### src/rtl/core/calclk_pkg.sv
// ----------------------------------------------------------------------------
// calclk_pkg
// Shared types, constants and calendar helper functions for the calendar
// clock with key setting.
// ----------------------------------------------------------------------------
package calclk_pkg;

  // Field widths.
  localparam int unsigned RATE_W  = 8;
  localparam int unsigned KEYS_W  = 4;
  localparam int unsigned SEC_W   = 6;
  localparam int unsigned MIN_W   = 6;
  localparam int unsigned HOUR_W  = 5;
  localparam int unsigned DAY_W   = 5;
  localparam int unsigned MONTH_W = 4;
  localparam int unsigned FIELD_W = 3;
  localparam int unsigned MODE_W  = 2;

  // Opcodes of an input beat.
  localparam logic OP_TICK = 1'b0;
  localparam logic OP_KEYS = 1'b1;

  // Key bit positions.
  localparam int unsigned KEY_UP     = 0;
  localparam int unsigned KEY_DOWN   = 1;
  localparam int unsigned KEY_SELECT = 2;
  localparam int unsigned KEY_MODE   = 3;

  // Selected field codes.
  localparam logic [FIELD_W-1:0] FIELD_RUN   = 3'd0;
  localparam logic [FIELD_W-1:0] FIELD_SEC   = 3'd1;
  localparam logic [FIELD_W-1:0] FIELD_MIN   = 3'd2;
  localparam logic [FIELD_W-1:0] FIELD_HOUR  = 3'd3;
  localparam logic [FIELD_W-1:0] FIELD_DAY   = 3'd4;
  localparam logic [FIELD_W-1:0] FIELD_MONTH = 3'd5;

  // Limits.
  localparam logic [SEC_W-1:0]   SEC_MAX   = 6'd59;
  localparam logic [MIN_W-1:0]   MIN_MAX   = 6'd59;
  localparam logic [HOUR_W-1:0]  HOUR_MAX  = 5'd23;
  localparam logic [MONTH_W-1:0] MONTH_MAX = 4'd12;
  localparam logic [MONTH_W-1:0] MONTH_FEB = 4'd2;
  localparam logic [MONTH_W-1:0] MONTH_APR = 4'd4;
  localparam logic [MONTH_W-1:0] MONTH_JUN = 4'd6;
  localparam logic [MONTH_W-1:0] MONTH_SEP = 4'd9;
  localparam logic [MONTH_W-1:0] MONTH_NOV = 4'd11;
  localparam logic [DAY_W-1:0]   LEN_SHORT = 5'd28;
  localparam logic [DAY_W-1:0]   LEN_MID   = 5'd30;
  localparam logic [DAY_W-1:0]   LEN_LONG  = 5'd31;

  // Reset values.
  localparam logic [RATE_W-1:0]  RATE_RST  = 8'd2;
  localparam logic [SEC_W-1:0]   SEC_RST   = 6'd0;
  localparam logic [MIN_W-1:0]   MIN_RST   = 6'd14;
  localparam logic [HOUR_W-1:0]  HOUR_RST  = 5'd9;
  localparam logic [DAY_W-1:0]   DAY_RST   = 5'd16;
  localparam logic [MONTH_W-1:0] MONTH_RST = 4'd12;

  typedef struct packed {
    logic [RATE_W-1:0]  tick_count;
    logic [SEC_W-1:0]   sec;
    logic [MIN_W-1:0]   min;
    logic [HOUR_W-1:0]  hour;
    logic [DAY_W-1:0]   day;
    logic [MONTH_W-1:0] month;
    logic [FIELD_W-1:0] field;
    logic [MODE_W-1:0]  mode;
    logic [KEYS_W-1:0]  prev_keys;
  } cal_state_t;

  // Days in a month; anything outside 1..12 counts as a long month.
  function automatic logic [DAY_W-1:0] month_len(input logic [MONTH_W-1:0] m);
    logic [DAY_W-1:0] len;
    if (m == MONTH_FEB) begin
      len = LEN_SHORT;
    end else if (m == MONTH_APR || m == MONTH_JUN || m == MONTH_SEP || m == MONTH_NOV) begin
      len = LEN_MID;
    end else begin
      len = LEN_LONG;
    end
    return len;
  endfunction

  function automatic logic [MONTH_W-1:0] month_inc(input logic [MONTH_W-1:0] m);
    return (m >= MONTH_MAX) ? MONTH_W'(1) : m + MONTH_W'(1);
  endfunction

endpackage

### src/rtl/core/calclk_step.sv
// ----------------------------------------------------------------------------
// calclk_step
// Next-state logic: applies one tick or key sample to the calendar state.
// ----------------------------------------------------------------------------
module calclk_step (
  input  calclk_pkg::cal_state_t              cur,
  input  logic                                opcode,
  input  logic [calclk_pkg::KEYS_W-1:0]       keys,
  input  logic [calclk_pkg::RATE_W-1:0]       ticks_per_second,
  output calclk_pkg::cal_state_t              nxt
);
  import calclk_pkg::*;

  logic [RATE_W:0]    cnt_inc;
  logic [KEYS_W-1:0]  rel;
  logic [DAY_W-1:0]   day_inc;
  logic               day_wrap;
  logic               step_up;
  logic [MONTH_W-1:0] mon_new;
  logic [DAY_W-1:0]   mon_len;

  assign cnt_inc  = {1'b0, cur.tick_count} + (RATE_W+1)'(1);
  assign rel      = cur.prev_keys & ~keys;
  assign day_inc  = cur.day + DAY_W'(1);
  assign day_wrap = (day_inc > month_len(cur.month)) || (day_inc == '0);
  assign step_up  = rel[KEY_UP];

  // Month after a month step, and its length for the day clamp.
  always_comb begin
    if (step_up) begin
      mon_new = month_inc(cur.month);
    end else if (cur.month <= MONTH_W'(1) || cur.month > MONTH_MAX) begin
      mon_new = MONTH_MAX;
    end else begin
      mon_new = cur.month - MONTH_W'(1);
    end
    mon_len = month_len(mon_new);
  end

  always_comb begin
    nxt = cur;
    if (opcode == OP_TICK) begin
      if (cur.field == FIELD_RUN) begin
        if (cnt_inc < {1'b0, ticks_per_second}) begin
          nxt.tick_count = cnt_inc[RATE_W-1:0];
        end else begin
          nxt.tick_count = '0;
          if (cur.sec != SEC_MAX) begin
            nxt.sec = cur.sec + SEC_W'(1);
          end else begin
            nxt.sec = '0;
            if (cur.min != MIN_MAX) begin
              nxt.min = cur.min + MIN_W'(1);
            end else begin
              nxt.min = '0;
              if (cur.hour != HOUR_MAX) begin
                nxt.hour = cur.hour + HOUR_W'(1);
              end else begin
                nxt.hour = '0;
                if (day_wrap) begin
                  nxt.day   = DAY_W'(1);
                  nxt.month = month_inc(cur.month);
                end else begin
                  nxt.day = day_inc;
                end
              end
            end
          end
        end
      end
    end else begin
      nxt.prev_keys = keys;
      priority if (rel[KEY_UP] || rel[KEY_DOWN]) begin
        unique case (cur.field)
          FIELD_SEC: begin
            if (step_up) nxt.sec = (cur.sec >= SEC_MAX) ? '0 : cur.sec + SEC_W'(1);
            else         nxt.sec = (cur.sec == '0) ? SEC_MAX : cur.sec - SEC_W'(1);
          end
          FIELD_MIN: begin
            if (step_up) nxt.min = (cur.min >= MIN_MAX) ? '0 : cur.min + MIN_W'(1);
            else         nxt.min = (cur.min == '0) ? MIN_MAX : cur.min - MIN_W'(1);
          end
          FIELD_HOUR: begin
            if (step_up) nxt.hour = (cur.hour >= HOUR_MAX) ? '0 : cur.hour + HOUR_W'(1);
            else         nxt.hour = (cur.hour == '0) ? HOUR_MAX : cur.hour - HOUR_W'(1);
          end
          FIELD_DAY: begin
            if (step_up) begin
              if (day_wrap) begin
                nxt.day   = DAY_W'(1);
                nxt.month = month_inc(cur.month);
              end else begin
                nxt.day = day_inc;
              end
            end else begin
              nxt.day = (cur.day <= DAY_W'(1)) ? month_len(cur.month) : cur.day - DAY_W'(1);
            end
          end
          FIELD_MONTH: begin
            nxt.month = mon_new;
            if (cur.day > mon_len) nxt.day = mon_len;
          end
          default: begin
          end
        endcase
      end else if (rel[KEY_SELECT]) begin
        nxt.field = (cur.field >= FIELD_MONTH) ? FIELD_RUN : cur.field + FIELD_W'(1);
      end else if (rel[KEY_MODE]) begin
        nxt.mode = cur.mode + MODE_W'(1);
      end else begin
        // No key was released; only the key levels are remembered.
      end
    end
  end

endmodule

### src/rtl/core/calendar_clock_with_key_setting_top.sv
// A beat passes through the input register, then the state register.
// Throughput: one beat per cycle while out_ready is high; the calendar update
// is a single pass of next-state logic between the input and state registers.
// Reset (rst_n low, synchronous): 09:14:00 on December 16, running, clock
// display, tick rate 2, no keys held, both pipeline stages empty.
// ----------------------------------------------------------------------------
// calendar_clock_with_key_setting_top
// Calendar clock with tick counting, key-driven setting and display mode.
// ----------------------------------------------------------------------------
module calendar_clock_with_key_setting_top (
  input  logic                                clk,
  input  logic                                rst_n,
  // Configuration: ticks counted per seconds advance.
  input  logic                                cfg_wr_en,
  input  logic [calclk_pkg::RATE_W-1:0]       cfg_wr_data,
  // Input channel.
  input  logic                                in_valid,
  output logic                                in_ready,
  input  logic                                in_opcode,
  input  logic [calclk_pkg::KEYS_W-1:0]       in_keys,
  // Result channel.
  output logic                                out_valid,
  input  logic                                out_ready,
  output logic [calclk_pkg::SEC_W-1:0]        out_seconds,
  output logic [calclk_pkg::MIN_W-1:0]        out_minutes,
  output logic [calclk_pkg::HOUR_W-1:0]       out_hours,
  output logic [calclk_pkg::DAY_W-1:0]        out_day_of_month,
  output logic [calclk_pkg::MONTH_W-1:0]      out_month_number,
  output logic [calclk_pkg::FIELD_W-1:0]      out_set_field,
  output logic [calclk_pkg::MODE_W-1:0]       out_display_mode,
  output logic                                out_running
);
  import calclk_pkg::*;

  // Input register: one beat waiting to be applied to the calendar.
  logic                 s1_valid_r;
  logic                 s1_opcode_r;
  logic [KEYS_W-1:0]    s1_keys_r;

  // Calendar state. It only changes when a result beat is loaded, so it
  // doubles as the result register: a waiting beat always shows the state
  // right after its own update.
  cal_state_t           state_r;
  cal_state_t           state_nxt;
  logic [RATE_W-1:0]    rate_r;
  logic                 out_valid_r;

  logic                 advance;

  // The result slot is free when empty or being emptied this cycle.
  assign advance  = s1_valid_r && (!out_valid_r || out_ready);
  // The input register refills whenever its beat moves on.
  assign in_ready = !s1_valid_r || advance;

  calclk_step u_step (
    .cur              (state_r),
    .opcode           (s1_opcode_r),
    .keys             (s1_keys_r),
    .ticks_per_second (rate_r),
    .nxt              (state_nxt)
  );

  always_ff @(posedge clk) begin
    if (!rst_n) begin
      s1_valid_r <= 1'b0;
    end else if (in_ready) begin
      s1_valid_r <= in_valid;
    end
  end

  // Payload of the input register needs no reset.
  always_ff @(posedge clk) begin
    if (in_valid && in_ready) begin
      s1_opcode_r <= in_opcode;
      s1_keys_r   <= in_keys;
    end
  end

  always_ff @(posedge clk) begin
    if (!rst_n) begin
      out_valid_r <= 1'b0;
    end else if (advance) begin
      out_valid_r <= 1'b1;
    end else if (out_ready) begin
      out_valid_r <= 1'b0;
    end
  end

  always_ff @(posedge clk) begin
    if (!rst_n) begin
      state_r.tick_count <= '0;
      state_r.sec        <= SEC_RST;
      state_r.min        <= MIN_RST;
      state_r.hour       <= HOUR_RST;
      state_r.day        <= DAY_RST;
      state_r.month      <= MONTH_RST;
      state_r.field      <= FIELD_RUN;
      state_r.mode       <= '0;
      state_r.prev_keys  <= '0;
    end else if (advance) begin
      state_r <= state_nxt;
    end
  end

  always_ff @(posedge clk) begin
    if (!rst_n) begin
      rate_r <= RATE_RST;
    end else if (cfg_wr_en) begin
      rate_r <= cfg_wr_data;
    end
  end

  assign out_valid        = out_valid_r;
  assign out_seconds      = state_r.sec;
  assign out_minutes      = state_r.min;
  assign out_hours        = state_r.hour;
  assign out_day_of_month = state_r.day;
  assign out_month_number = state_r.month;
  assign out_set_field    = state_r.field;
  assign out_display_mode = state_r.mode;
  assign out_running      = (state_r.field == FIELD_RUN);

  // The time of day never leaves its legal range.
  a_time_range: assert property (@(posedge clk) disable iff (!rst_n)
    out_valid |-> (out_seconds <= SEC_MAX && out_minutes <= MIN_MAX && out_hours <= HOUR_MAX))
    else $error("time field out of range");

  // The day stays within the length of the current month.
  a_day_range: assert property (@(posedge clk) disable iff (!rst_n)
    out_valid |-> (out_day_of_month >= DAY_W'(1) &&
                   out_day_of_month <= month_len(out_month_number)))
    else $error("day outside current month");

  // A tick while a field is being set leaves the clock untouched.
  a_tick_frozen: assert property (@(posedge clk) disable iff (!rst_n)
    (advance && s1_opcode_r == OP_TICK && state_r.field != FIELD_RUN) |=>
      (state_r == $past(state_r)))
    else $error("tick changed state while setting");

  // The result beat is loaded exactly when an input beat moves on.
  a_load: assert property (@(posedge clk) disable iff (!rst_n)
    advance |=> out_valid)
    else $error("result beat lost");

endmodule
### config.mk
export PLATFORM = sky130hd
export DESIGN_NAME = calendar_clock_with_key_setting_top
export DESIGN_NICKNAME = d
export VERILOG_FILES = /design/src/rtl/core/calclk_pkg.sv /design/src/rtl/core/calclk_step.sv /design/src/rtl/core/calendar_clock_with_key_setting_top.sv
export SDC_FILE = /design/constraint.sdc
export NUM_CORES = 1
export LEC_CHECK = 0
export BUFFER_PORTS_ARGS = -buffer_cell sky130_fd_sc_hd__buf_2
export CORE_MARGIN = 10
export CORE_UTILIZATION = 40
export CTS_CLUSTER_DIAMETER = 80
export CTS_CLUSTER_SIZE = 24
export DETAILED_ROUTE_END_ITERATION = 7
export GPL_TIMING_DRIVEN = 0
export PLACE_DENSITY_LB_ADDON = 0.1
export SLEW_MARGIN = 20
export SYNTH_ARGS = -nofsm -noshare
export SYNTH_HDL_FRONTEND = slang
export SYNTH_SLANG_ARGS = --single-unit
### constraint.sdc
create_clock -name clk -period 10.94 [get_ports clk]
set_clock_uncertainty 0.05 [all_clocks]
set_input_delay 2.188 -clock clk [delete_from_list [all_inputs] [get_ports clk]]
set_output_delay 2.188 -clock clk [all_outputs]
set_load 0.01 [all_outputs]
==> After elaboration in Yosys (flattened, before gate mapping) <==
Cells that the tools add are included.
{ "word_totals": {"regBits": 58, "latchBits": 0, "mem_bits_rw": 0, "mem_bits_ro": 0, "in_bits": 18, "output_inout_bits": 34, "word_cells": 143, "n_memories": 0} }
{ "op_classes": {"n_addsub": 13, "mul": 0, "div": 0, "order_cmp": 11, "eq_ne": 29, "n_shift": 0, "n_mux": 40, "bitwise_logic": 5, "reduce_logical": 31} }
{ "op_table": {"columns": ["op", "count"], "rows": [
  ["two-way mux 26 bit", 4],
  ["two-way mux 6 bit", 10],
  ["two-way mux 5 bit", 11],
  ["two-way mux 20 bit", 1],
  ["two-way mux 4 bit", 5],
  ["one-hot mux 9 bit (2 select lines)", 1],
  ["AND reduction 9 bit", 2],
  ["equality test 4 x 3 -> 1 bit (second input constant)", 4],
  ["equality test 4 bit (second input constant)", 4],
  ["two-way mux 14 bit", 1],
  ["adder 6 x 1 -> 6 bit (second input constant)", 2],
  [">= comparator 6 bit (second input constant)", 2],
  ["logical NOT 6 bit", 2],
  ["inequality test 6 bit (second input constant)", 2],
  ["subtractor 6 x 1 -> 6 bit (second input constant)", 2],
  ["logical OR 1 bit", 11],
  ["adder 5 x 1 -> 5 bit (second input constant)", 2],
  ["> comparator 5 bit", 2],
  ["logical NOT 5 bit", 2],
  ["AND reduction 5 bit", 2],
  ["subtractor 5 x 1 -> 5 bit (second input constant)", 2],
  ["adder 8 x 1 -> 9 bit (second input constant)", 1],
  ["< comparator 9 x 8 -> 1 bit", 1],
  ["two-way mux 9 bit", 1],
  ["34 further kinds", 52]
]} }

==> Depth between registers and ports, before layout <==
Gate-level depths: netlist of the first run.
{ "logic_depth": {"ltp_word": 15, "depth_mapped": 14, "mapped_depth_nobuf": 13} }

==> By module <==
Synthesis of the first run repeated with hierarchy kept, for this count alone.
{ "hier_totals": {"cells_unflattened": 810, "hier_area_um2": 6099.6} }
{ "modules_own_cells": {"columns": ["module", "instances", "cells_each", "area_per_inst_um2", "seq_area_each_um2"], "rows": [
  ["calclk_step", 1, 550, 3567.2, 0.0],
  ["calendar_clock_with_key_setting_top", 1, 260, 2532.4, 1211.2]
]} }

==> Worst setup path after synthesis of the first run <==
Ideal clock, no wire load.
{ "synth_path": {"path_type": "in2out", "startpoint": "input out_ready", "endpoint": "output in_ready", "t_arrival_ps": 2461, "t_required_ps": 8702, "slack_ps": 6241, "stages": 2, "n_path_buf": 0, "path_cell_list": "nor2b_1 -> nand2_1"} }
{ "synth_via": {"elab_chain_len": 3} }
{ "synth_rtl": {"columns": ["item", "line_no", "text"], "rows": [
  ["start: declaration", "calendar_clock_with_key_setting_top.sv:23", "input logic out_ready,"],
  ["logical OR 1 bit", "calendar_clock_with_key_setting_top.sv:51", "assign advance = s1_valid_r && (!out_valid_r || out_ready);"],
  ["logical AND 1 bit", "calendar_clock_with_key_setting_top.sv:51", null],
  ["logical OR 1 bit", "calendar_clock_with_key_setting_top.sv:53", "assign in_ready = !s1_valid_r || advance;"],
  ["end: declaration", "calendar_clock_with_key_setting_top.sv:18", "output logic in_ready,"]
]} }
No other way between the ends.

==> Worst setup path in the final report of the first run <==
Ends and elaborated chain as after synthesis.

==> summary.txt, run 1 <==
Timing
  • Min cycle time layout: between 4 and 5 ns
  • Measured slew at the worst slew-check pin: approximately 1.1 ns
  • Setup total negative slack: 0 ns
  • # setup viols final: 0
  • Unrepaired setup endpoints after global routing: false
  • Count of final max-slew check failures: 0
  • Final Worst Setup Slack: 5.99 ns
  • Highest clock rate: a little over 200 MHz
  • Tcrit/Tclk final: 45.3%
  • Final-report hold violation count: 0
  • Worst hold slack across all endpoints: ~0.44 ns
  • Slew margin rel.: 28.2%

Yosys
  • FFs w/ async S/R, synth: 0%
  • Post-synthesis mux area share: 3.53%
  • Part of the Yosys area used for sequential elements: 26.7%
  • Combinational family with the most area after synthesis: compound AO/OA/AOI/OAI gates
  • Count of mapped cells out of synthesis: 570
  • Total nets after synthesis: 621
  • Unique masters post-synth: 76
  • Number of flops mapped to enable cells by yosys: 5
  • Yosys warning total: 0
  • Adder and majority cell fraction of the synthesized area: under 10%
  • Average instance area after synthesis: 7.97 um2
  • Number of flip-flops and latches in the synthesized netlist: 58
  • Post-synthesis xor/xnor area fraction: 2.51%
  • Synth Cell Area: 4540 um2
  • Compound-gate portion of the synthesized area: 26.8%
  • Post-synth top flop: sky130_fd_sc_hd__dfxtp_1
  • Post-synthesis simple-gate area fraction: between 20% and 30%

Status
  • Result of the run: complete, no violations

Clock network
  • H-tree depth: 3
  • Clock-pin transition on the worst setup and hold timing paths: 0.05 ns
  • Total setup buffers inserted after CTS: 0
  • CTS Sinks: 58
  • CTS Root Buffer Type: sky130_fd_sc_hd__clkbuf_16
  • TritonCTS clock tree: built
  • Number of CTS-inserted buffers: 9
  • Insertion delay of the later-clocked pin in the worst-skew pair: between 0.3 and 0.4 ns
  • CTS resizes: 0
  • Buffer levels on the longest clock path: 2
  • Hold buffer count at cts: 0

Setup path
  • Worst setup slack for register-to-register paths: 6.90 ns
  • Data arrival time of the critical path: approximately 2.7 ns
  • Startpoint types: input pin
  • R2R depth: 14
  • Type of element capturing the critical path: output port
  • Worst r2r src: out_month_number[0]$_SDFFE_PN0P_
  • CP max FO: 3
  • Critical path class: in2out
  • Worst Path Required: 8.70 ns
  • R2R Path End: out_day_of_month[1]$_SDFFE_PN0P_

Hold path
  • Worst hold path endpoint: state_r[42]$_SDFFE_PN0P_
  • Tightest Hold Check Type: reg2reg
  • Launch point of the worst hold path: state_r[42]$_SDFFE_PN0P_
  • Hold path depth: 2

Die
  • Die Outline Area: 16,000 um2
  • Die Wd: 127 um
  • Floorplan Core Area: ~11,000 um2
  • Die Y-Extent: 127 um
  • Starting Density: between 40% and 50%
  • Standard-cell rows: 38
  • Number of placed I/O pins: 52

Routing
  • Mean number of vias per cell: 5.73
  • Total wirelength of the detailed-routed design: between 10,000 and 15,000 um
  • Drt first pass iters: 5
  • First DRT Iteration DRCs: around 270
  • Number of routed nets with antenna violations: 0
  • Routed length per instance: 16.0 um
  • Number of remaining DRC errors: 0
  • Overall via count from detail_route: about 4.4k

Pwr
  • Clock power frac: between 50% and 60%
  • Power Density: 110 nW/um2
  • Internal Dissipation: 0.446 mW
  • Combinational share of power: 7.0%
  • Part of the power in registers: a little under two fifths
  • Leakage dissipation: 2.30 nW
  • Psw: 0.135 mW
  • Switching part of the total power: between 20% and 30%
  • Design Power: 0.581 mW
  • Worst vdd rail ir drop: 81.0 uV

Layout
  • Layout Cells excl Fill: between 700 and 800
  • Net count of the finished layout: slightly below 700
  • Count of antenna diodes in the layout: 0
  • Area of all placed cells without fillers: 5300 um2
  • Layout cells sized above 1: 18.6%
  • Area added between synthesis and finish: 16.6%
  • Most common cell after layout, fill and taps aside: sky130_fd_sc_hd__nor2_1
  • Commonest cells after routing, fill and taps aside: 59 x sky130_fd_sc_hd__nor2_1, 56 x sky130_fd_sc_hd__buf_2, 53 x sky130_fd_sc_hd__dfxtp_1, 33 x sky130_fd_sc_hd__ha_1, 32 x sky130_fd_sc_hd__inv_1
  • Post-layout utilization of the core: 48.2%

Place
  • Placed cell areas: between 4000 and 5000 um2
  • Worst setup slack before clock tree synthesis: 5.98 ns
  • Port Buffers: 49
  • Placer Congestion: between 0.8 and 0.9
  • Number of cells after detailed placement: approximately 760
  • Detail Placement HPWL: 9180 um

GRT
  • Total global routing track utilization: 14.9%
  • Antenna violations before repair: 0
  • Pin count of the biggest net entering global routing: 13
  • Overflow left after global routing: 0
  • Global-route wire length before repair: 20,100 um
  • Number of global-route vias before repair: 4,134

Job
  • Reported max-cap violation count: 0
[registers in the layout (all words and copies together) (netlist names)]
signal            count
out_valid             1
out_seconds           6
out_display_mode      2
out_hours             5
out_set_field         3
s1_keys_r             4
out_day_of_month      5
s1_valid_r            1
rate_r                8
out_month_number      4
s1_opcode_r           1
out_minutes           6
state_r              12
[cell type report]
cell class                 instances  area (um2)
inverter                          32         120
timing repair buffer              49         245
clock buffer                      12         256
multi-input combinational        417        2840
tap                              140         175
fill                            1086        5690
sequential                        58        1210
buffer                            63         377
clock inverter                     4        75.1
[cells by family (layout without fill, tap and decap cells)]
group,count (synthesis),count (layout)
AO/OA/AOI/OAI,171,171
XOR/XNOR,13,13
adder cells (fa/ha/maj),33,33
buffers and inverters,95,160
flip-flops,58,58
multiplexers,16,16
AND/OR/NAND/NOR,184,184
[worst max path at each step]
stage	startpoint	to	slack (ns)
2_1_floorplan	out_ready	in_ready	6.24
3_3_place_gp	out_ready	in_ready	6.00
3_5_place_dp	out_ready	in_ready	5.98
4_1_cts	out_ready	in_ready	5.98
5_1_grt	out_ready	in_ready	5.93
6_report	out_ready	in_ready	5.99
[per-layer routing]
metal  wire [um]  vias to the layer above  part of all wire [%]  GRT usage (%)
met1        5780                     2084                    47           19.2
met3         859                       21                   6.9           3.58
li1            -                     2176                     -              -
met4         272                        0                   2.2           6.63
met2        5460                      161                    44           23.0
met5           0                        -                     0              0
[cells in the mapped netlist (all sizes together) (10+ instances only)]
| cell type | number | area [um2] |
|---|---|---|
| nor2 | 59 | 221 |
| dfxtp | 53 | 1060 |
| buf | 43 | 302 |
| a21oi | 33 | 173 |
| ha | 33 | 413 |
| inv | 32 | 120 |
| o21ai | 30 | 150 |
| nand2 | 28 | 105 |
| nand3 | 21 | 105 |
| clkbuf | 20 | 75.1 |
| nor3 | 19 | 95.1 |
| mux2i | 16 | 160 |
| and3 | 10 | 62.6 |
| nand2b | 10 | 62.6 |
| o211ai | 10 | 75.1 |
[power by group through the flow]
| stage | clock (mW) | combinational [mW] | sequential, mW |
|---|---|---|---|
| 2_1_floorplan | 0 | 0.0278 | 0.225 |
| 3_3_place_gp | 0 | 0.0399 | 0.226 |
| 3_5_place_dp | 0 | 0.0405 | 0.227 |
| 4_1_cts | 0.324 | 0.0407 | 0.222 |
| 5_1_grt | 0.334 | 0.0456 | 0.222 |
| 6_report | 0.318 | 0.0408 | 0.222 |
[worst max-delay path: stages]
cell,delay [ns]
sky130_fd_sc_hd__buf_2,0.10
sky130_fd_sc_hd__nor2b_1,0.17
sky130_fd_sc_hd__nand2_1,0.09
sky130_fd_sc_hd__buf_2,0.16
No activity file was read; power rests on OpenSTA's default activity.
==> run 2, diff against run 1 <==
Clock period 10.94 ns to 4.27 ns, I/O delays scaled along.
==> run 2 against run 1 <==
  * Sequential share of layout area hardly changed
  * Wire length up 0.12%
  * Final cell count did not move
  * Die area stayed put
  * Flip-flop and latch count stayed put
  * Sequential power grew to 2.6 times the previous value
  * Clock power increased to 2.6 times the previous value
  * Count of clock-buffer cells in the layout did not move
  * Global-route usage stayed put
  * Largest power group unchanged
==> summary.txt, run 2 (synthesis results as in run 1) <==
Timing
  • Highest clock rate: 257 MHz
  • Min cycle time layout: just under 4 ns
  • Measured slew at the worst slew-check pin: 1.07 ns (+0.000000238 ns)
  • Setup total negative slack: 0 ns (unchanged)
  • Count of final max-slew check failures: 0 (unchanged)
  • # setup viols final: 0 (unchanged)
  • Worst hold slack across all endpoints: 0.435 ns (+0.00000400 ns)
  • Final-report hold violation count: 0 (unchanged)
  • Slew margin rel.: 28.2% (unchanged)
  • Unrepaired setup endpoints after global routing: false
  • Tcrit/Tclk final: 91.1%

Clock network
  • Hold buffer count at cts: 0 (unchanged)
  • Insertion delay of the later-clocked pin in the worst-skew pair: 0.34 ns (about the same)
  • CTS Sinks: 58 (unchanged)
  • Buffer levels on the longest clock path: 2 (unchanged)
  • TritonCTS clock tree: built
  • Clock-pin transition on the worst setup and hold timing paths: 0.06 ns (about the same)
  • CTS Root Buffer Type: sky130_fd_sc_hd__clkbuf_16
  • Number of CTS-inserted buffers: 9 (unchanged)
  • H-tree depth: 3 (unchanged)

GRT
  • Global-route wire length before repair: 20,100 um (unchanged)
  • Pin count of the biggest net entering global routing: 13 (unchanged)
  • Number of global-route vias before repair: 4,134 (unchanged)
  • Antenna violations before repair: 0 (unchanged)
  • Overflow left after global routing: 0 (unchanged)
  • Total global routing track utilization: 14.9% (unchanged)

Die
  • Die Wd: 127 um (unchanged)
  • Starting Density: 41.4% (unchanged)
  • Die Outline Area: 16,000 um2 (unchanged)
  • Number of placed I/O pins: 52 (unchanged)
  • Floorplan Core Area: 11,000 um2 (unchanged)
  • Standard-cell rows: 38 (unchanged)
  • Die Y-Extent: 127 um (unchanged)

Layout
  • Top reg by flops: state_r
  • Count of antenna diodes in the layout: 0 (unchanged)
  • Area of all placed cells without fillers: 5300 um2 (about the same)
  • Most common cell after layout, fill and taps aside: sky130_fd_sc_hd__nor2_1
  • Net count of the finished layout: 681 (unchanged)
  • Layout cells sized above 1: 18.7% (+0.16 points)
  • Commonest cells after routing, fill and taps aside: 59 x sky130_fd_sc_hd__nor2_1, 56 x sky130_fd_sc_hd__buf_2, 52 x sky130_fd_sc_hd__dfxtp_1, 33 x sky130_fd_sc_hd__ha_1, 32 x sky130_fd_sc_hd__inv_1
  • Max FFs per register: 12 (unchanged)
  • Post-layout utilization of the core: 48.2% (about the same)
  • Area added between synthesis and finish: 16.6% (about the same)
  • Registers with the highest flip-flop counts: state_r x12, rate_r x8
  • FILL cells: 1,085 (-0.092%)

Setup path
  • Critical path class: reg2reg
  • Worst Path Required: 4.45 ns (-4.25 ns)
  • CP max FO: 10 (+7)
  • Data arrival time of the critical path: 4.07 ns (+1.36 ns)
  • Startpoint types: register
  • Type of element capturing the critical path: register

Place
  • Placed cell areas: 4960 um2 (unchanged)
  • Port Buffers: 49 (unchanged)
  • Placer Congestion: 0.873 (unchanged)
  • Detail Placement HPWL: 9180 um (unchanged)

Routing
  • First DRT Iteration DRCs: 269 (unchanged)
  • Routed length per instance: 16.0 um (+0.12%)
  • Total wirelength of the detailed-routed design: 12,400 um (+0.12%)
  • Overall via count from detail_route: 4,476 (+0.77%)
  • Number of remaining DRC errors: 0 (unchanged)
  • Number of routed nets with antenna violations: 0 (unchanged)
  • Drt first pass iters: 5 (unchanged)
  • Mean number of vias per cell: 5.78 (+0.77%)

Job
  • Reported max-cap violation count: 0 (unchanged)

Pwr
  • Leakage dissipation: 2.30 nW (about the same)
  • Worst vdd rail ir drop: 208 uV (+160%)
  • Power Density: 281 nW/um2 (+160%)
  • Design Power: 1.49 mW (+160%)

Status
  • Result of the run: complete, no violations

Hold path
  • Tightest Hold Check Type: reg2reg
-- run 2: changes by cell type in the layout (fill, tap and decap cells not counted) --
cell	before	now
sky130_fd_sc_hd__dfxtp_1	53	52
sky130_fd_sc_hd__dfxtp_2	0	1
-- run 2: repair_timing --
action / CTS / global route
endpoints found under the hold margin: 0 / 0
endpoints found under the setup margin: 0 / 1
setup buffers: 0 / 0
gates resized for setup: 0 / 1
-- run 2: worst paths after layout --
kind,endpoint,startpoint,cells past startpoint,slack (ns)
worst min register to register,state_r[42]$_SDFFE_PN0P_,state_r[42]$_SDFFE_PN0P_,2,0.44
worst max-delay path,out_day_of_month[1]$_SDFFE_PN0P_,out_month_number[1]$_SDFFE_PN0P_,14,0.38
worst max register to register,out_day_of_month[1]$_SDFFE_PN0P_,out_month_number[1]$_SDFFE_PN0P_,14,0.38
worst min-delay path,state_r[42]$_SDFFE_PN0P_,state_r[42]$_SDFFE_PN0P_,2,0.44
-- run 2: cell type report --
type | instances | area, um2 | share of cell area (%)
Clock buffer | 12 | 256 | 4.84
Sequential cell | 58 | 1210 | 22.9
Multi-Input combinational cell | 417 | 2840 | 53.5
Buffer | 63 | 377 | 7.11
Timing Repair Buffer | 49 | 245 | 4.63
Inverter | 32 | 120 | 2.27
Clock inverter | 4 | 75.1 | 1.42
Tap cell | 140 | 175 | 3.31
-- run 2: metrics by stage --
step           setup slack (ns)  std cells
2_1_floorplan             0.782        570
3_3_place_gp              0.353        759
3_5_place_dp              0.320        759
4_1_cts                   0.289        775
5_1_grt                   0.171        775
6_report                  0.380        775
-- run 2: layer usage --
metal / vias up / GRT usage (%) / share of wire, %
met1: 2093 / 19.2 / 47
met3: 31 / 3.58 / 6.9
li1: 2177 / - / -
met4: 0 / 6.63 / 2.4
met2: 175 / 23.0 / 44
met5: - / 0 / 0
-- run 2: where the power goes --
part	internal (mW)	switching, mW	leakage [nW]
Clock	0.543	0.272	0.155
Combinational	0.0386	0.0659	1.66
Sequential	0.561	0.00804	0.479
-- run 2: critical path: stages, from the launching register on --
cell and delay, ns:
sky130_fd_sc_hd__dfxtp_1 0.48, sky130_fd_sc_hd__inv_1 0.18, sky130_fd_sc_hd__ha_1 0.27, sky130_fd_sc_hd__o21bai_1 0.32, sky130_fd_sc_hd__o21ai_0 0.13, sky130_fd_sc_hd__a221o_1 0.40
sky130_fd_sc_hd__or4_1 0.44, sky130_fd_sc_hd__and2_1 0.19, sky130_fd_sc_hd__ha_1 0.26, sky130_fd_sc_hd__a21oi_1 0.13, sky130_fd_sc_hd__o21ai_0 0.10, sky130_fd_sc_hd__a211o_1 0.30
sky130_fd_sc_hd__buf_2 0.18, sky130_fd_sc_hd__and3_1 0.19, sky130_fd_sc_hd__a31o_1 0.17
==> run 3, diff against run 2 <==
Settings changed: CTS_BUF_LIST from default to sky130_fd_sc_hd__clkbuf_8.
Clock period 4.27 ns to 3.3 ns, I/O delays scaled along.
==> run 3 against run 2 <==
  * Maximum frequency up 19%
  * Via count decreased by 2.6%
  * First-iteration DRC count rose by 9.3%
  * Power is 9.7% higher
  * Sequential power rose by 29%
  * Highest routed layer unchanged
  * Worst setup slack got worse by 0.36 ns
  * Largest power group unchanged
  * Utilization up 1.6 points
==> summary.txt, run 3 (synthesis results as in run 1) <==
Status
  • Result of the run: complete, no violations

Routing
  • Drt first pass iters: 4 (-1)
  • Number of routed nets with antenna violations: 0 (unchanged)
  • Mean number of vias per cell: 5.57 (-3.6%)
  • Overall via count from detail_route: 4,358 (-2.6%)
  • Number of remaining DRC errors: 0 (unchanged)
  • First DRT Iteration DRCs: 294 (+9.3%)
  • Total wirelength of the detailed-routed design: 12,800 um (+3.2%)
  • Routed length per instance: 16.3 um (+2.2%)

Place
  • Port Buffers: 49 (unchanged)
  • Placer Congestion: 0.868 (-0.52%)
  • Detail Placement HPWL: 9190 um (+0.12%)
  • Placed cell areas: 4970 um2 (+0.15%)

Setup path
  • Critical-path cell list: nand2b_4 -> buf_6 -> buf_8 -> a221o_1 -> or4_4 -> and2_4 -> ha_4 -> a21oi_2 -> o21ai_2 -> a211o_4 -> and3_4 -> a31o_1
  • Critical path's slowest cell: sky130_fd_sc_hd__or4_4
  • Critical path's top delay family: compound AO/OA/AOI/OAI gates
  • Number of buffer and inverter instances along the worst setup path: 2 (unchanged)
  • Startpoint types: register
  • Critical path class: reg2reg
  • Max incr delay on CP: 0.51 ns (+0.03 ns)
  • Worst Path Required: 3.51 ns (-0.94 ns)
  • CP max FO: 10 (unchanged)
  • Data arrival time of the critical path: 3.49 ns (-0.58 ns)
  • Type of element capturing the critical path: register

Pwr
  • Internal Dissipation: 1.22 mW (+6.8%)
  • Power Density: 298 nW/um2 (+6.1%)
  • Part of the power in registers: 44.9% (+6.7 points)
  • Worst vdd rail ir drop: 252 uV (+21%)
  • Combinational share of power: 8.9% (+1.9 points)
  • Clock power frac: 46.1% (-8.6 points)
  • Switching part of the total power: 25.3% (+2.0 points)
  • Psw: 0.412 mW (+19%)
  • Design Power: 1.63 mW (+9.7%)
  • Leakage dissipation: 2.34 nW (+1.9%)

Die
  • Starting Density: 41.4% (unchanged)
  • Number of placed I/O pins: 52 (unchanged)
  • Die Outline Area: 16,000 um2 (unchanged)
  • Floorplan Core Area: 11,000 um2 (unchanged)
  • Standard-cell rows: 38 (unchanged)
  • Die Wd: 127 um (unchanged)
  • Die Y-Extent: 127 um (unchanged)

Timing
  • Worst hold slack across all endpoints: 0.429 ns (-0.00660 ns)
  • Min cycle time layout: 3.28 ns (-0.609 ns)
  • Measured slew at the worst slew-check pin: 0.763 ns (-0.305 ns)
  • Highest clock rate: 305 MHz (+19%)
  • Final-report hold violation count: 0 (unchanged)
  • Tcrit/Tclk final: 99.4% (+8.3 points)
  • Unrepaired setup endpoints after global routing: true
  • Count of final max-slew check failures: 0 (unchanged)
  • # setup viols final: 0 (unchanged)
  • Slew margin rel.: 49.0% (+21 points)

GRT
  • Number of global-route vias before repair: 4,106 (-0.68%)
  • Global-route wire length before repair: 20,300 um (+0.55%)
  • Overflow left after global routing: 0 (unchanged)
  • Antenna violations before repair: 0 (unchanged)
  • Total global routing track utilization: 15.0% (+0.063 points)
  • Pin count of the biggest net entering global routing: 13 (unchanged)

Layout
  • Multi-input gate area in the final layout: 3030 um2 (+6.9%)
  • Max FFs per register: 12 (unchanged)
  • Top reg by flops: state_r
  • Area added between synthesis and finish: 20.4%
  • FILL cells: 1,090 (+0.46%)
  • Post-layout utilization of the core: 49.8% (+1.6 points)
  • Layout cells sized above 1: 24.7% (+6.0 points)
  • Sequential cell area: 1220 um2 (+0.83%)
  • Net count of the finished layout: 689 (+1.2%)
  • Area of all placed cells without fillers: 5470 um2 (+3.3%)
  • Count of antenna diodes in the layout: 0 (unchanged)
  • Registers with the highest flip-flop counts: state_r x12, rate_r x8
  • Commonest cells after routing, fill and taps aside: 57 x sky130_fd_sc_hd__nor2_1, 52 x sky130_fd_sc_hd__buf_2, 48 x sky130_fd_sc_hd__dfxtp_1, 39 x sky130_fd_sc_hd__buf_4, 32 x sky130_fd_sc_hd__inv_1
  • Most common cell after layout, fill and taps aside: sky130_fd_sc_hd__nor2_1

Job
  • Reported max-cap violation count: 0 (unchanged)

Clock network
  • TritonCTS clock tree: built
  • Hold buffer count at cts: 0 (unchanged)
  • CTS Sinks: 58 (unchanged)
  • H-tree depth: 3 (unchanged)
  • Insertion delay of the later-clocked pin in the worst-skew pair: 0.36 ns (+0.02 ns)
  • Clock-pin transition on the worst setup and hold timing paths: 0.08 ns (+0.02 ns)
  • Buffer levels on the longest clock path: 2 (unchanged)
  • CTS Root Buffer Type: sky130_fd_sc_hd__clkbuf_8
  • Number of CTS-inserted buffers: 9 (unchanged)

Hold path
  • Tightest Hold Check Type: in2reg
## run 3: area by class of cell
cell class | instances | share of cell area (%)
clock buffers | 10 | 2.52
well taps | 140 | 3.20
clock inverters | 6 | 1.49
plain buffers | 62 | 7.25
flip-flops and latches | 58 | 22.3
repair buffers | 57 | 5.58
multi-input cells | 418 | 55.4
inverters | 32 | 2.24
## run 3: worst paths after layout
path                                 endpoint                   start  slack, ns  cells past startpoint
max          out_day_of_month[1]$_SDFFE_PN0P_  s1_keys_r[0]$_DFFE_PP_       0.02                     12
min                    s1_keys_r[3]$_DFFE_PP_              in_keys[3]       0.43                      1
max reg2reg  out_day_of_month[1]$_SDFFE_PN0P_  s1_keys_r[0]$_DFFE_PP_       0.02                     12
min reg2reg            rate_r[1]$_SDFFE_PN1P_  rate_r[1]$_SDFFE_PN1P_       0.45                      2
## run 3: per-stage QoR
stage                     cells  setup slack (ns)  setup TNS (ns)
after floorplan             570           0.00777               0
after global placement      759            -0.279          -0.997
after detailed placement    759            -0.328           -1.28
after CTS                   780           -0.0523         -0.0523
after global routing        783           -0.0894          -0.184
final                       783            0.0184               0
## run 3: power by group through the flow
stage	Sequential, mW	Combinational [mW]	Clock, mW
floorplan	0.746	0.0922	0
global placement	0.749	0.132	0
detailed placement	0.750	0.134	0
CTS	0.732	0.138	0.775
global route	0.734	0.163	0.806
finish	0.733	0.146	0.752
## run 3: timing repair
| action | CTS | global route |
|---|---|---|
| cloned | 1 | 0 |
| endpoints found under the hold margin | 0 | 0 |
| pin swaps | 2 | 9 |
| buffers inserted | 5 | 3 |
| setup endpoints to repair | 8 | 25 |
| resized for setup | 12 | 39 |
## run 3: routing by layer
| metal | GRT usage [%] | wire length, um |
|---|---|---|
| met3 | 3.37 | 666 |
| met5 | 0 | 0 |
| met4 | 6.70 | 223 |
| met2 | 22.8 | 5670 |
| met1 | 19.6 | 6220 |
## run 3: worst reg2reg max path, stage by stage, from the launching register on
cell	delay, ns
sky130_fd_sc_hd__edfxtp_1	0.49
sky130_fd_sc_hd__nand2b_4	0.19
sky130_fd_sc_hd__buf_6	0.13
sky130_fd_sc_hd__buf_8	0.14
sky130_fd_sc_hd__a221o_1	0.32
sky130_fd_sc_hd__or4_4	0.51
sky130_fd_sc_hd__and2_4	0.19
sky130_fd_sc_hd__ha_4	0.21
sky130_fd_sc_hd__a21oi_2	0.12
sky130_fd_sc_hd__o21ai_2	0.10
sky130_fd_sc_hd__a211o_4	0.39
sky130_fd_sc_hd__and3_4	0.19
sky130_fd_sc_hd__a31o_1	0.17
